--- src/tce_pkg.sv ---
package tce_pkg;

  localparam int PF_W    = 31;
  localparam int VOL_W   = 28;
  localparam int FA_W    = 25;
  localparam int CFG_W   = 31;
  localparam int CFG_IDX_W = 3;
  localparam int EXP_BITS  = 29;
  localparam int EXP_IDX_W = 5;

  // configuration register indexes
  localparam logic [CFG_IDX_W-1:0] CFG_PLASMA_FLOW   = 3'd0;
  localparam logic [CFG_IDX_W-1:0] CFG_PERM_SURFACE  = 3'd1;
  localparam logic [CFG_IDX_W-1:0] CFG_EXTRA_VOLUME  = 3'd2;
  localparam logic [CFG_IDX_W-1:0] CFG_PLASMA_VOLUME = 3'd3;
  localparam logic [CFG_IDX_W-1:0] CFG_ART_FRACTION  = 3'd4;

  localparam logic [63:0] RATE_MAX = 64'h0000_00FF_FFFF_FFFF;
  localparam logic [63:0] ONE_Q24  = 64'd16777216;
  localparam logic [63:0] EXP_ONE  = 64'h4000_0000_0000_0000;
  localparam logic [63:0] EXP_SEED = 64'h3FFF_FFC0_0000_2000;
  localparam logic [63:0] CONV_LIM = 64'h0000_7FFF_FFFF_FFFF;
  localparam logic [63:0] BIG_LIM  = 64'h3FFF_FFFF_FFFF_FFFF;

  // divide / square-root unit operations
  localparam logic DS_DIV  = 1'b0;
  localparam logic DS_SQRT = 1'b1;

  typedef struct packed {
    logic        start;
    logic [63:0] a;
    logic [63:0] b;
  } mul_req_t;

  typedef struct packed {
    logic         done;
    logic [127:0] prod;
  } mul_rsp_t;

  typedef struct packed {
    logic         start;
    logic         op;
    logic [127:0] num;
    logic [63:0]  den;
    logic [63:0]  cap;
  } ds_req_t;

  typedef struct packed {
    logic        done;
    logic [63:0] res;
  } ds_rsp_t;

endpackage

--- src/tce_mul.sv ---
module tce_mul (
  input  logic              clk,
  input  logic              rst_n,
  input  tce_pkg::mul_req_t req,
  output tce_pkg::mul_rsp_t rsp
);

  logic [63:0]  a_r, b_r;
  logic [127:0] acc_r;
  logic [1:0]   cnt_r;
  logic         busy_r, done_r;
  logic [31:0]  ha, hb;
  logic [63:0]  pp;
  logic [127:0] pp_sh;

  // one 32x32 partial product per cycle
  always_comb begin
    ha = cnt_r[1] ? a_r[63:32] : a_r[31:0];
    hb = cnt_r[0] ? b_r[63:32] : b_r[31:0];
    pp = ha * hb;
    pp_sh = {64'd0, pp};
    if (cnt_r == 2'd3) begin
      pp_sh = {pp, 64'd0};
    end else if (cnt_r != 2'd0) begin
      pp_sh = {32'd0, pp, 32'd0};
    end
  end

  always_ff @(posedge clk) begin
    if (!rst_n) begin
      busy_r <= 1'b0;
      done_r <= 1'b0;
      cnt_r  <= 2'd0;
    end else begin
      done_r <= !req.start && busy_r && (cnt_r == 2'd3);
      if (req.start) begin
        a_r    <= req.a;
        b_r    <= req.b;
        acc_r  <= 128'd0;
        cnt_r  <= 2'd0;
        busy_r <= 1'b1;
      end else if (busy_r) begin
        acc_r <= acc_r + pp_sh;
        cnt_r <= cnt_r + 2'd1;
        if (cnt_r == 2'd3) begin
          busy_r <= 1'b0;
        end
      end
    end
  end

  assign rsp.done = done_r;
  assign rsp.prod = acc_r;

endmodule

--- config.mk ---
export PLATFORM = sky130hd
export DESIGN_NAME = tce_mul
export DESIGN_NICKNAME = d
export VERILOG_FILES = /design/src/tce_pkg.sv /design/src/tce_mul.sv
export SDC_FILE = /design/constraint.sdc
export NUM_CORES = 2
export LEC_CHECK = 0
export BUFFER_PORTS_ARGS = -buffer_cell sky130_fd_sc_hd__buf_2
export CAP_MARGIN = 0
export CORE_ASPECT_RATIO = 1.2
export CORE_MARGIN = 2
export CORE_UTILIZATION = 53
export DETAILED_ROUTE_END_ITERATION = 10
export PLACE_DENSITY = 0.73
export SLEW_MARGIN = 20
export SYNTH_ARGS = -nofsm -noshare
export SYNTH_HDL_FRONTEND = slang
export SYNTH_SLANG_ARGS = --single-unit
--- constraint.sdc ---
create_clock -name clk -period 11.4 [get_ports clk]
set_input_delay 2.28 -clock clk [delete_from_list [all_inputs] [get_ports clk]]
set_output_delay 2.28 -clock clk [all_outputs]
set_load 0.02 [all_outputs]
### After elaboration in Yosys (flattened, before gate mapping)

Index checks and enable logic that the tools add are counted.

* flip-flop bits (word level): 260
* latch bits: 0
* bits in writable memories: 0
* bits in read-only memories: 0
* bits of input ports: 131
* output and inout port bits: 129
* logic and storage cells: 27
* memories: 0

* add/subtract/negate cells: 2
* $mul: 1
* div/mod/pow operators: 0
* order comparisons: 0
* equal/unequal tests: 1
* shift-type cells: 0
* mux-type cells: 8
* bitwise operators: 1
* reductions and logical operators: 8

Operator list (count)
* 128-bit 2-to-1 mux: 2
* 128-bit adder: 1
* 96-bit 2-to-1 mux: 1
* 32-bit by 32-bit multiplier with 64-bit output: 1
* 32-bit 2-to-1 mux: 2
* 2-bit AND reduction: 2
* 2-bit nonzero test: 2
* 1-bit 2-to-1 mux: 3
* 2-bit by 1-bit adder with 2-bit output (second input constant): 1
* 2-bit equality test (second input constant): 1
* 1-bit logical AND: 2
* 2-bit OR reduction: 1
* 1-bit zero test: 1
* 1-bit inverter: 1

### Longest topological paths before layout

* depth in word-level cells: 6
* mapped depth: 46
* gate-level depth less buffers: 40

### Worst setup path before layout

Ideal clock, no wire load.

* kind: register to register
* start: reg cnt_r[0]
* end: reg acc_r[125] (data pin)
* setup time: 262 ps
* data arrival time: 11108 ps
* required time: 11138 ps
* setup slack: 30 ps
* stages on the path, launching flop included: 42
* period minus slack after synthesis: 11370 ps
* cells stage by stage: dfxtp_1 > clkbuf_1 > clkbuf_1 > mux2i_1 > clkbuf_1 > nor2_1 > fa_1 > fa_1 > fa_1 > inv_1 > fa_1 > inv_1 > fa_1 > fa_1 > fa_1 > fa_1 > ha_1 > clkbuf_1 > [... 6 more ...] > a211oi_1 > o21a_1 > nor2_1 > mux2i_1 > nor2_1 > ha_1 > buf_2 > a21o_1 > a21o_1 > a221o_1 > a221o_1 > a21oi_1 > nand3_1 > o21a_1 > a31o_2 > a31oi_1 > o2bb2ai_1 > mux2_1

* cells in the longest elaborated chain, start to end: 6
* elaborated cells between the ends (all ways): 8
* those cells by class: add/sub (1); mul (1); eq/ne (1); mux (4); reduce/logical (1)

Ends and longest elaborated chain
* start: declaration: line tce_mul.sv:10 `logic [1:0] cnt_r;`
* start signal: assignment: line tce_mul.sv:44 `cnt_r <= cnt_r + 2'd1;`
* 32-bit 2-to-1 mux: line tce_mul.sv:19 `hb = cnt_r[0] ? b_r[63:32] : b_r[31:0];`
* 32-bit by 32-bit multiplier with 64-bit output: line tce_mul.sv:20 `pp = ha * hb;`
* 96-bit 2-to-1 mux: line tce_mul.sv:24 `end else if (cnt_r != 2'd0) begin`
* 128-bit 2-to-1 mux *: line tce_mul.sv:22 `if (cnt_r == 2'd3) begin`
* 128-bit adder *: line tce_mul.sv:43 `acc_r <= acc_r + pp_sh;`
* 128-bit 2-to-1 mux *: line tce_mul.sv:42 `end else if (busy_r) begin`
* end signal: assignment: line tce_mul.sv:43
* end: declaration: line tce_mul.sv:9 `logic [127:0] acc_r;`

Mark *: on every way between the ends. The rest lies on a longest branch, timed or not. The select of a mux whose other input is x is not followed.
A chain may end at the register's enable or synchronous reset.

### Worst setup path after layout

* start: reg cnt_r[1]
* end: reg acc_r[125] (data pin)

* cells in the longest elaborated chain, start to end: 6
* elaborated cells between the ends (all ways): 8
* those cells by class: add/sub (1); mul (1); eq/ne (1); mux (4); reduce/logical (1)

Ends and longest elaborated chain
* 32-bit 2-to-1 mux: line tce_mul.sv:18 `ha = cnt_r[1] ? a_r[63:32] : a_r[31:0];`
* 32-bit by 32-bit multiplier with 64-bit output: line tce_mul.sv:20
* 96-bit 2-to-1 mux: line tce_mul.sv:24
* 128-bit 2-to-1 mux *: line tce_mul.sv:22
* 128-bit adder *: line tce_mul.sv:43
* 128-bit 2-to-1 mux *: line tce_mul.sv:42

Marked as above.

==> metrics.yaml <==
clock_skew_ps: 31.0
synthArstFlopShare: 0
min_path_cells: 2
dr.first_iter.drc_count: 4679
drc_errors: 0
avgSynthCellArea_sq_um: 8.86
holdBufCountCts: 0
synth_compound_area_frac: 0.101
dr.pass1.iters: 6
wirelength_mm: 208
insertion_delay_ps: 630
antenna_found_initial: 18
synth_cells: 5805
synth_area_sq_mm: 0.0514
clk_pin_slew_ps: 60
grt_setup_unrepaired: "yes"
hold_path_class: "register to register"
fmax_ghz: 0.0883
design_area_sq_mm: 0.0643
whs_endpoint: "done_r"
cts_tree: "yes"
place_hpwl_mm: 174
viasPerCell: 5.87
arrival_ps: 11690
max-clock-path-buffers: 3
ys_seq_area_frac: 0.151
hold_start: "busy_r"
critPathKind: "register to register"
timing.rr.end: "acc_r[125]"
slew_headroom: 0.347
vias: 47300
worst_slew_pin_slew_ps: 979
place_area_sq_mm: 0.0608
die_y_um: 345
place_congestion: 1.07
cpMostUsedCell: "fa_1"
row_count: 125
cts_max_level: 2
fp.dieW_um: 288
timing.rr.start: "cnt_r[1]"
start_util: 0.533
synthFlopType: "edfxtp_1"
r2r_cells: 45
synthAdderAreaFrac: 0.445
finalMaxSlewViolations: 0
cts_buffers: 35
synth_edf_count: 256
grt_usage: 0.420
worst_setup_path_end_kind: "register"
cts-root-buf: "clkbuf_16"
finalSetupViolCount: 0
critPathMaxFanout: 10
utilization: 0.666
fp.coreArea_sq_mm: 0.0965
fin_crit_ps: 11330
cpPeakStageDelay_ps: 590
first_global_vias: 49100
synthXorXnorAreaFrac: 0.0290
layout_setup_ws_ps: 73.1
synth_top_family_by_area: "adder cells"
synth_area_leaders: "fa_1, edfxtp_1, ha_1"
period_share: 0.994
status: "completed"
io_buffers: 259
required_ps: 11760
pre_cts_slack_ps: -677
ys_seq_elements: 260
overflow: 0
maxCapViolCount: 0
cts_sinks: 260
fin_nets: 8171
grt_max_degree: 77
io_pins: 260
r2r_setup_slack_ps: 70
cp-start-kind: "register"
synth_top_area_share: 0.349
synth.yosys.warnings: 0
synthSimpleGateAreaFrac: 0.157
area_growth_pct: 25.0
report.final.hold_viol_count: 0
ys_types: 80
ant_nets: 0
yosysTopAreaCell: "fa_1"
die-area_sq_mm: 0.0995
avgRoutedWirePerCell_um: 25.8
grt_pass1_wl_mm: 307
layout-drive-gt1-share: 0.237
synthMuxAreaShare: 0.0299
syn-num-nets: 7225
cpMaxStageDelayCell: "fa_1"
-- layout by cell type, fill, tap and decap left out, types with 33 or more instances in the layout --
cell type | synthesis | layout
nor3_1 | 49 | 36
buf_6 | 0 | 33
xor2_1 | 75 | 71
nand4_1 | 82 | 82
buf_12 | 0 | 79
a21oi_1 | 269 | 237
ha_1 | 392 | 362
buf_2 | 7 | 260
fa_1 | 897 | 878
nand2_1 | 656 | 650
mux2_2 | 66 | 53
mux2i_1 | 78 | 34
nor2_1 | 917 | 897
o21bai_1 | 54 | 50
o21ai_1 | 14 | 34
edfxtp_1 | 256 | 256
buf_4 | 1 | 819
and2_1 | 51 | 49
xnor2_1 | 95 | 85
o21ai_0 | 148 | 119
nand3_1 | 36 | 36
inv_1 | 910 | 901
a21o_1 | 123 | 121
clkbuf_16 | 0 | 40
-- critical path, delay by kind of cell (launching register included) --
kind	cells	cell delay, ps
AND/OR/NAND/NOR	10	2050
multiplexers	3	680
XOR/XNOR	1	350
AO/OA/AOI/OAI	9	1650
buffers and inverters	12	1370
adder cells (fa/ha/maj)	10	4500
flip-flops	1	420
-- metrics by stage --
stage	setup TNS, ps	std cells	hold slack, ps
finish	0	8058	509
global route	-702	8047	551
CTS	-2.34	7991	509
detailed placement	-11220	7915	498
global placement	-8270	7915	496
floorplan	0	5805	460
-- logic make-up (layout without fill, tap and decap cells) --
family | Yosys count | in the layout
AND/OR/NAND/NOR | 1923 | 1923
adder cells (fa/ha/maj) | 1289 | 1289
buffers and inverters | 1198 | 2169
AO/OA/AOI/OAI | 820 | 820
flip-flops | 260 | 260
XOR/XNOR | 170 | 170
multiplexers | 145 | 145
other | 0 | 12
-- synth_stat cells, types with 75 or more instances --
cell type	n
o21ai_0	148
a21o_1	123
inv_1	910
fa_1	897
clkbuf_1	261
edfxtp_1	256
xor2_1	75
nand4_1	82
a21oi_1	269
ha_1	392
xnor2_1	95
mux2i_1	78
nand2_1	656
nor2_1	917
-- area by class of cell --
class	instances	area (sq um)
clock buffer	43	927
antenna	12	30.0
sequential	260	7770
inverter	911	3420
clock inverter	19	196
multi-input combinational	4347	40800
fill	7832	32200
tap	1270	1590
timing repair buffer	1196	9520
-- state kept, by name, summed over array words and instances (netlist names) --
register / flops
cnt_r: 2
acc_r: 128
b_r: 64
done_r: 1
busy_r: 1
a_r: 64
-- per-layer routing --
metal	track usage	vias to the layer above	wire, um
met5	0	-	71
met4	0.301	10	20100
met3	0.101	831	20800
met2	0.664	2663	94600
met1	0.500	23400	72300
li1	-	20500	-
-- timing repair --
action / CTS / global route
setup buffers: 14 / 49
gates cloned: 0 / 7
resized for setup: 46 / 297
endpoints found under the setup margin: 51 / 68
pin swaps: 13 / 110
endpoints found under the hold margin: 0 / 0
-- worst max-delay path by stage --
stage                         from    endpoint  slack [ps]  depth (start not counted)
after floorplan           cnt_r[0]  acc_r[125]          30                         41
after global placement    cnt_r[1]  acc_r[113]        -590                         42
after detailed placement  cnt_r[0]  acc_r[113]        -680                         43
after CTS                 cnt_r[0]   acc_r[97]          -2                         45
after global routing      cnt_r[1]  acc_r[125]        -150                         43
final                     cnt_r[1]  acc_r[125]          70                         45
Power is not shown: default switching activity piles up to over one toggle a cycle in this logic, so the estimate is an artifact.
