**src/tce_pkg.sv**
```systemverilog
package tce_pkg;

  localparam int PF_W    = 31;
  localparam int VOL_W   = 28;
  localparam int FA_W    = 25;
  localparam int CFG_W   = 31;
  localparam int CFG_IDX_W = 3;
  localparam int EXP_BITS  = 29;
  localparam int EXP_IDX_W = 5;

  // configuration register indexes
  localparam logic [CFG_IDX_W-1:0] CFG_PLASMA_FLOW   = 3'd0;
  localparam logic [CFG_IDX_W-1:0] CFG_PERM_SURFACE  = 3'd1;
  localparam logic [CFG_IDX_W-1:0] CFG_EXTRA_VOLUME  = 3'd2;
  localparam logic [CFG_IDX_W-1:0] CFG_PLASMA_VOLUME = 3'd3;
  localparam logic [CFG_IDX_W-1:0] CFG_ART_FRACTION  = 3'd4;

  localparam logic [63:0] RATE_MAX = 64'h0000_00FF_FFFF_FFFF;
  localparam logic [63:0] ONE_Q24  = 64'd16777216;
  localparam logic [63:0] EXP_ONE  = 64'h4000_0000_0000_0000;
  localparam logic [63:0] EXP_SEED = 64'h3FFF_FFC0_0000_2000;
  localparam logic [63:0] CONV_LIM = 64'h0000_7FFF_FFFF_FFFF;
  localparam logic [63:0] BIG_LIM  = 64'h3FFF_FFFF_FFFF_FFFF;

  // divide / square-root unit operations
  localparam logic DS_DIV  = 1'b0;
  localparam logic DS_SQRT = 1'b1;

  typedef struct packed {
    logic        start;
    logic [63:0] a;
    logic [63:0] b;
  } mul_req_t;

  typedef struct packed {
    logic         done;
    logic [127:0] prod;
  } mul_rsp_t;

  typedef struct packed {
    logic         start;
    logic         op;
    logic [127:0] num;
    logic [63:0]  den;
    logic [63:0]  cap;
  } ds_req_t;

  typedef struct packed {
    logic        done;
    logic [63:0] res;
  } ds_rsp_t;

endpackage

```
**src/tce_divsqrt.sv**
```systemverilog
module tce_divsqrt (
  input  logic             clk,
  input  logic             rst_n,
  input  tce_pkg::ds_req_t req,
  output tce_pkg::ds_rsp_t rsp
);

  logic         busy_r, done_r, op_r, ovf_r;
  logic [6:0]   cnt_r;
  logic [127:0] num_r;
  logic [63:0]  den_r, cap_r, ql_r, res_r, root_r;
  logic [64:0]  rem_r;

  logic [63:0]  rsh, drem, dql;
  logic         dsub, dovf, sge, last;
  logic [66:0]  remx, trial, srem;
  logic [63:0]  sroot;

  always_comb begin
    // restoring division, one quotient bit a cycle
    rsh  = {rem_r[62:0], num_r[127]};
    dsub = rem_r[63] || (rsh >= den_r);
    drem = dsub ? rsh - den_r : rsh;
    dql  = {ql_r[62:0], dsub};
    dovf = ovf_r | ql_r[63];
    // digit-by-digit square root, one root bit a cycle
    remx  = {rem_r, num_r[127:126]};
    trial = {1'b0, root_r, 2'b01};
    sge   = remx >= trial;
    srem  = sge ? remx - trial : remx;
    sroot = {root_r[62:0], sge};
    last  = (op_r == tce_pkg::DS_SQRT) ? (cnt_r == 7'd63) : (cnt_r == 7'd127);
  end

  always_ff @(posedge clk) begin
    if (!rst_n) begin
      busy_r <= 1'b0;
      done_r <= 1'b0;
      cnt_r  <= 7'd0;
    end else begin
      done_r <= req.start ? (req.op == tce_pkg::DS_DIV && req.den == 64'd0)
                          : (busy_r && last);
      if (req.start) begin
        op_r   <= req.op;
        num_r  <= req.num;
        den_r  <= req.den;
        cap_r  <= req.cap;
        rem_r  <= 65'd0;
        ql_r   <= 64'd0;
        root_r <= 64'd0;
        ovf_r  <= 1'b0;
        cnt_r  <= 7'd0;
        if (req.op == tce_pkg::DS_DIV && req.den == 64'd0) begin
          res_r  <= req.cap;
        end else begin
          busy_r <= 1'b1;
        end
      end else if (busy_r) begin
        cnt_r <= cnt_r + 7'd1;
        if (op_r == tce_pkg::DS_SQRT) begin
          rem_r  <= srem[64:0];
          root_r <= sroot;
          num_r  <= {num_r[125:0], 2'b00};
          if (last) begin
            res_r  <= sroot;
            busy_r <= 1'b0;
          end
        end else begin
          rem_r <= {1'b0, drem};
          ql_r  <= dql;
          ovf_r <= dovf;
          num_r <= {num_r[126:0], 1'b0};
          if (last) begin
            res_r  <= (dovf || dql > cap_r) ? cap_r : dql;
            busy_r <= 1'b0;
          end
        end
      end
    end
  end

  assign rsp.done = done_r;
  assign rsp.res  = res_r;

endmodule

```
**config.mk**
```make
export PLATFORM = sky130hd
export DESIGN_NAME = tce_divsqrt
export DESIGN_NICKNAME = d
export VERILOG_FILES = /design/src/tce_pkg.sv /design/src/tce_divsqrt.sv
export SDC_FILE = /design/constraint.sdc
export NUM_CORES = 1
export LEC_CHECK = 0
export BUFFER_PORTS_ARGS = -buffer_cell sky130_fd_sc_hd__clkbuf_2
export CAP_MARGIN = 15
export CORE_ASPECT_RATIO = 0.6
export CORE_MARGIN = 2
export CORE_UTILIZATION = 40
export DETAILED_ROUTE_END_ITERATION = 6
export PLACE_DENSITY = 0.63
export SYNTH_ARGS = -nofsm -noshare
export SYNTH_HDL_FRONTEND = slang
export SYNTH_SLANG_ARGS = --single-unit
export TNS_END_PERCENT = 50
```
**constraint.sdc**
```tcl
create_clock -name clk -period 17.6 [get_ports clk]
set_clock_uncertainty 0.05 [all_clocks]
set_input_delay 2.64 -clock clk [delete_from_list [all_inputs] [get_ports clk]]
set_output_delay 2.64 -clock clk [all_outputs]
set_load 0.02 [all_outputs]
```
* Word level (Yosys, flattened, before mapping)
Index checks and enable logic that the tools add are counted.
** Cells by class
- $mul :: 0
- Bitwise operators :: 3
- Equal/unequal tests :: 5
- Reductions and logical operators :: 14
- Shifts and indexed selects :: 0
- Muxes and demuxes :: 26
- $lt $le $gt $ge :: 3
- $add $sub $neg :: 3
- Div/mod/pow operators :: 0
** Operator list (count)
- $mux W64 :: 12
- $mux W128 :: 3
- $mux W65 :: 3
- $ge A67 B66 Y1 :: 1
- $sub A65 B65 Y65 :: 1
- $ge A64 B64 Y1 :: 1
- $gt A64 B64 Y1 :: 1
- $logic_not A64 Y1 :: 1
- $sub A64 B64 Y64 :: 1
- $mux W1 :: 8
- $add A7 B1 Y7 const B :: 1
- $eq A7 B6 Y1 const B :: 1
- $eq A7 B7 Y1 const B :: 1
- $reduce_and A3 Y1 :: 2
- $reduce_bool A2 Y1 :: 3
- $ne A2 B2 Y1 const B :: 2
- $reduce_and A2 Y1 :: 2
- $reduce_and A4 Y1 :: 1
- $logic_and A1 B1 Y1 :: 2
- $logic_or A1 B1 Y1 :: 2
- $ne A2 B1 Y1 const B :: 1
- $not A1 Y1 :: 2
- $reduce_or A2 Y1 :: 1
- $or A1 B1 Y1 :: 1
** Storage, ports and cells
- Latch bits :: 0
- Register bits :: 524
- Memories kept :: 0
- Memory bits (writable) :: 0
- Bits of input ports :: 260
- Bits in read-only memories :: 0
- Output and inout port bits :: 65

* Depth between registers and ports, before layout
- Depth in word-level cells :: 9
- Mapped depth :: 27
- Gate-level depth less buffers :: 24

* Worst setup path after synthesis
OpenSTA, ideal clock, no wires.
- Path type :: input -> register
- From :: input req[257] (netlist bit)
- To :: register num_r[0] (enable)
- Buffers on the path :: 2
- Cell stages on the path :: 4
- Data required time :: 17.005 ns
- Setup slack :: 9.861 ns
- Data arrival time :: 7.144 ns
- Path through :: clkbuf_1 -> clkbuf_1 -> o21ai_0 -> inv_1
** Between the ends
- Word-level cells in the longest chain between the ends :: 2
** Ends and longest elaborated chain
- start: declaration :: line tce_divsqrt.sv:4 : input tce_pkg::ds_req_t req,
- $reduce_bool A2 Y1 (no source line)
- $reduce_and A2 Y1 (no source line)
- end signal: assignment :: line tce_divsqrt.sv:45 : num_r <= req.num;
- end signal: assignment :: line tce_divsqrt.sv:63 : num_r <= {num_r[125:0], 2'b00};
- end signal: assignment :: line tce_divsqrt.sv:72 : num_r <= {num_r[126:0], 1'b0};
- end: declaration :: line tce_divsqrt.sv:10 : logic [127:0] num_r;
No other way between the ends.
A chain may end at the register's enable or synchronous reset.

* Worst setup path in the final report
- From :: register num_r[127]
- To :: register res_r[57] (data pin)
** Between the ends
- Word-level cells in the longest chain between the ends :: 9
** Ends and longest elaborated chain
- $ge A64 B64 Y1 :: line tce_divsqrt.sv:22 : dsub = rem_r[63] || (rsh >= den_r);
- $logic_or A1 B1 Y1 :: line tce_divsqrt.sv:22
- $gt A64 B64 Y1 :: line tce_divsqrt.sv:74 : res_r <= (dovf || dql > cap_r) ? cap_r : dql;
- $logic_or A1 B1 Y1 :: line tce_divsqrt.sv:74
- $mux W64 :: line tce_divsqrt.sv:74
- $mux W64 :: line tce_divsqrt.sv:73 : if (last) begin
- $mux W64 :: line tce_divsqrt.sv:60 : if (op_r == tce_pkg::DS_SQRT) begin
- $mux W64 :: line tce_divsqrt.sv:58 : end else if (busy_r) begin
- $mux W64 :: line tce_divsqrt.sv:43 : if (req.start) begin
- end signal: assignment :: line tce_divsqrt.sv:54 : res_r <= req.cap;
- end signal: assignment :: line tce_divsqrt.sv:65 : res_r <= sroot;
- end signal: assignment :: line tce_divsqrt.sv:74
- end: declaration :: line tce_divsqrt.sv:11 : logic [63:0] den_r, cap_r, ql_r, res_r, root_r;
No other way between the ends. The select of a mux whose other input is x is not followed.

==> results by group <==
Job
  – Max cap viols: 0

Clock network
  – H-tree depth: 2
  – Post-CTS Setup Inserts: 0
  – CTS buffer count: 52
  – Post-CTS sizing: 0
  – Hold Buf Count CTS: 0
  – CTS tree: yes
  – Latest clock arrival within the worst-skew pair: 640 ps
  – CTS Sinks: 524
  – Bufs on Longest Clock Path: 3
  – Register clock-pin slew on the reported worst setup and hold paths: 70 ps
  – Clock root buffer: clkbuf_16

Global routing
  – Initial antenna violation count: 11
  – Pin count of the biggest net entering global routing: 133
  – First-pass GRT wire length: 146 mm
  – GRT Total Usage: 22.8%
  – Vias in the first global route: 24200
  – Total grt overflow: 0

STA
  – Fin. Hold Viols: 0
  – Slew Limit Fails: 0
  – RSZ-0062 raised after global routing: false
  – Relative slew slack: 23.0%
  – Post-route setup TNS: 0 ps
  – Finish-stage setup viols: 0
  – Fin crit share: 40.3%
  – Maximum clock rate: 141 MHz
  – Final worst path period need: 7090 ps
  – Actual slew at the worst max-slew pin: 1140 ps

Synth
  – Syn avg cell area: 10.2 sq um
  – Library cells used by synthesis: 75
  – Synthesized Nets: 3650
  – Sequential share of the synthesized area: 48.1%
  – Synth Flop Type: edfxtp_1
  – FFs w/ async S/R, synth: 0%
  – Cell area after synthesis: 32500 sq um
  – Flops & latches, synth: 524
  – Instance count of the mapped netlist: 3194
  – Post-synth EDFFs: 515
  – Yosys warns: 0

Drt
  – DRC: 0
  – Initial detailed-routing violation count: 2769
  – Via count of the routed design: 25700
  – Highest metal used: met5
  – Met2 WL: 40.0 mm
  – WL/cell: 21.4 microns
  – Remaining antenna violation count after routing: 0
  – Overall routed net length: 97.2 mm
  – Metal3 WL: 9.06 mm
  – M1 WL: 46.7 mm
  – Pre-Repair DR Iteration Count: 6
  – Vias/cell: 5.67

Floorplan
  – Die H: 225 microns
  – Chip width: 372 microns
  – Core area: 80000 sq um
  – Initial Utilization: 40.7%
  – Die area: 83700 sq um
  – Boundary Pins: 325
  – Std-Cell Rows: 80

Place
  – Gpl congestion: 0.957
  – Port bufs: 324
  – HPWL Detailed: 72.3 mm

Power and ir drop
  – Leakage: 15.7 nW
  – Worst IR Drop VDD: 0.0768 mV
  – Reg power frac: 42.5%
  – Comb pwr share: 24.2%
  – Sw frac: 30.6%
  – Sw power: 0.00110 W
  – Cell-internal power: 0.00250 W
  – Cell Pwr Density: 97.7 nW/um^2
  – Clock power share: 33.4%

Critical path
  – Crit path max fanout: 42
  – CP Class: reg2reg
  – Setup crit start kind: flip-flop
  – Crit. End Element: flip-flop
  – Slowest CP cell: buf_4
  – Peak per-stage delay on the critical path: 690 ps
  – WP data required: 17980 ps
  – CP Data Arrival Time: 7470 ps

Cells and area
  – Fill cells: 7588
  – Reg area: 15600 sq um
  – Share of cells above drive strength 1: 13.4%
  – Layout area overhead: 13.4%
  – Post-layout util: 46.1%
  – Nets: 3880
  – Multi-input gate area: 15300 sq um

Worst hold path
  – Worst Hold Class: reg2reg

Status
  – Outcome: finished clean
-- worst max-delay path: cells and delay by family (launching register included) --
family | cells | cell delay (ps)
DFF | 1 | 400
adders and majority gates | 3 | 840
and+or+nand+nor | 4 | 550
muxes | 1 | 190
AOI/OAI and AO/OA | 14 | 3220
buffers and inverters | 5 | 1460
-- cell type report --
type / count / share of cell area (%)
antenna: 4 / 0.0271
clock buffer: 66 / 3.81
tap: 1066 / 3.61
sequential: 524 / 42.4
clock inverter: 31 / 1.01
timing repair buffer: 353 / 5.09
inverter: 263 / 2.69
multi-input combinational: 2230 / 41.4
-- synth_stat cells, drive strengths merged (21+ instances only) --
library cell  number  area share [%]
a211oi            40            0.92
a21o              80             1.8
a21oi            228             3.5
a221oi            38             1.0
and3              41            0.79
buf               35            0.57
clkbuf           142             1.6
edfxtp           515              48
ha               195             7.5
inv              262             3.0
mux2i            243             7.5
nand2            282             3.3
nand3             25            0.38
nand4             69             1.3
nor2             191             2.2
nor2b             74             1.4
nor3              25            0.38
nor4              29            0.56
o211ai            30            0.69
o21ai            263             4.1
o21bai            21            0.48
o22ai             52             1.0
xnor2             76             2.0
xor2              50             1.3
-- through the flow --
step           cells  total power [W]  area, sq um  setup WS (ps)  hold slack [ps]
5_1_grt         4537          0.00378        36900          10040              469
4_1_cts         4532          0.00362        36900          10570              445
2_1_floorplan   3194          0.00217        32500           9860              408
3_5_place_dp    4435          0.00241        35100          10620              434
6_report        4537          0.00360        36900          10510              447
3_3_place_gp    4433          0.00241        35100          10810              423
-- power groups by stage --
| stage | combinational, W | clock, W | sequential, W |
|---|---|---|---|
| floorplan | 0.000633 | 0 | 0.00154 |
| global placement | 0.000849 | 0 | 0.00156 |
| detailed placement | 0.000854 | 0 | 0.00156 |
| CTS | 0.000859 | 0.00123 | 0.00153 |
| global route | 0.000966 | 0.00127 | 0.00154 |
| finish | 0.000871 | 0.00120 | 0.00153 |
-- flip-flops by register name (all words and copies together), names as in the netlist --
name and cells:
ql_r 64, root_r 64, done_r 1, res_r 64, op_r 1, cnt_r 7, rem_r 65, ovf_r 1
num_r 128, cap_r 64, busy_r 1, den_r 64
-- layout by cell type, fill, tap and decap left out, types with 29 or more instances in the layout --
cell type,netlist,routed
and3_1,41,41
inv_1,261,260
nor2b_1,74,74
xnor2_1,76,76
o211ai_1,30,30
nor2_1,191,188
o21ai_0,256,255
nor4_1,29,29
edfxtp_1,515,515
o22ai_1,52,52
a21oi_1,227,226
a221oi_1,38,38
nand2_1,282,281
a211oi_1,40,40
nand4_1,69,69
clkbuf_2,2,323
a21o_1,80,80
xor2_1,50,50
mux2i_1,243,243
clkbuf_16,0,53
ha_1,195,195
-- path summary, 6_finish.rpt --
check	from	end	slack [ps]	depth (start not counted)
worst min-delay path	cnt_r[5]	cnt_r[5]	450	2
worst max register to register	num_r[127]	res_r[57]	10510	27
worst min register to register	cnt_r[5]	cnt_r[5]	450	2
worst max-delay path	num_r[127]	res_r[57]	10510	27
-- kinds of logic after synthesis --
logic type	after synthesis	synth area share [%]
flip-flops	524	48.1
adder cells (fa/ha/maj)	196	7.56
AND/OR/NAND/NOR	788	11.4
XOR/XNOR	126	3.39
AO/OA/AOI/OAI	868	16.5
buffers and inverters	440	5.24
multiplexers	252	7.78
-- layer usage --
layer | vias up | GRT usage, %
met4 | 4 | 4.10
met1 | 12400 | 35.3
li1 | 12300 | -
met2 | 916 | 32.0
met5 | - | 0
met3 | 90 | 5.65
(Power assumes the default switching activity.)
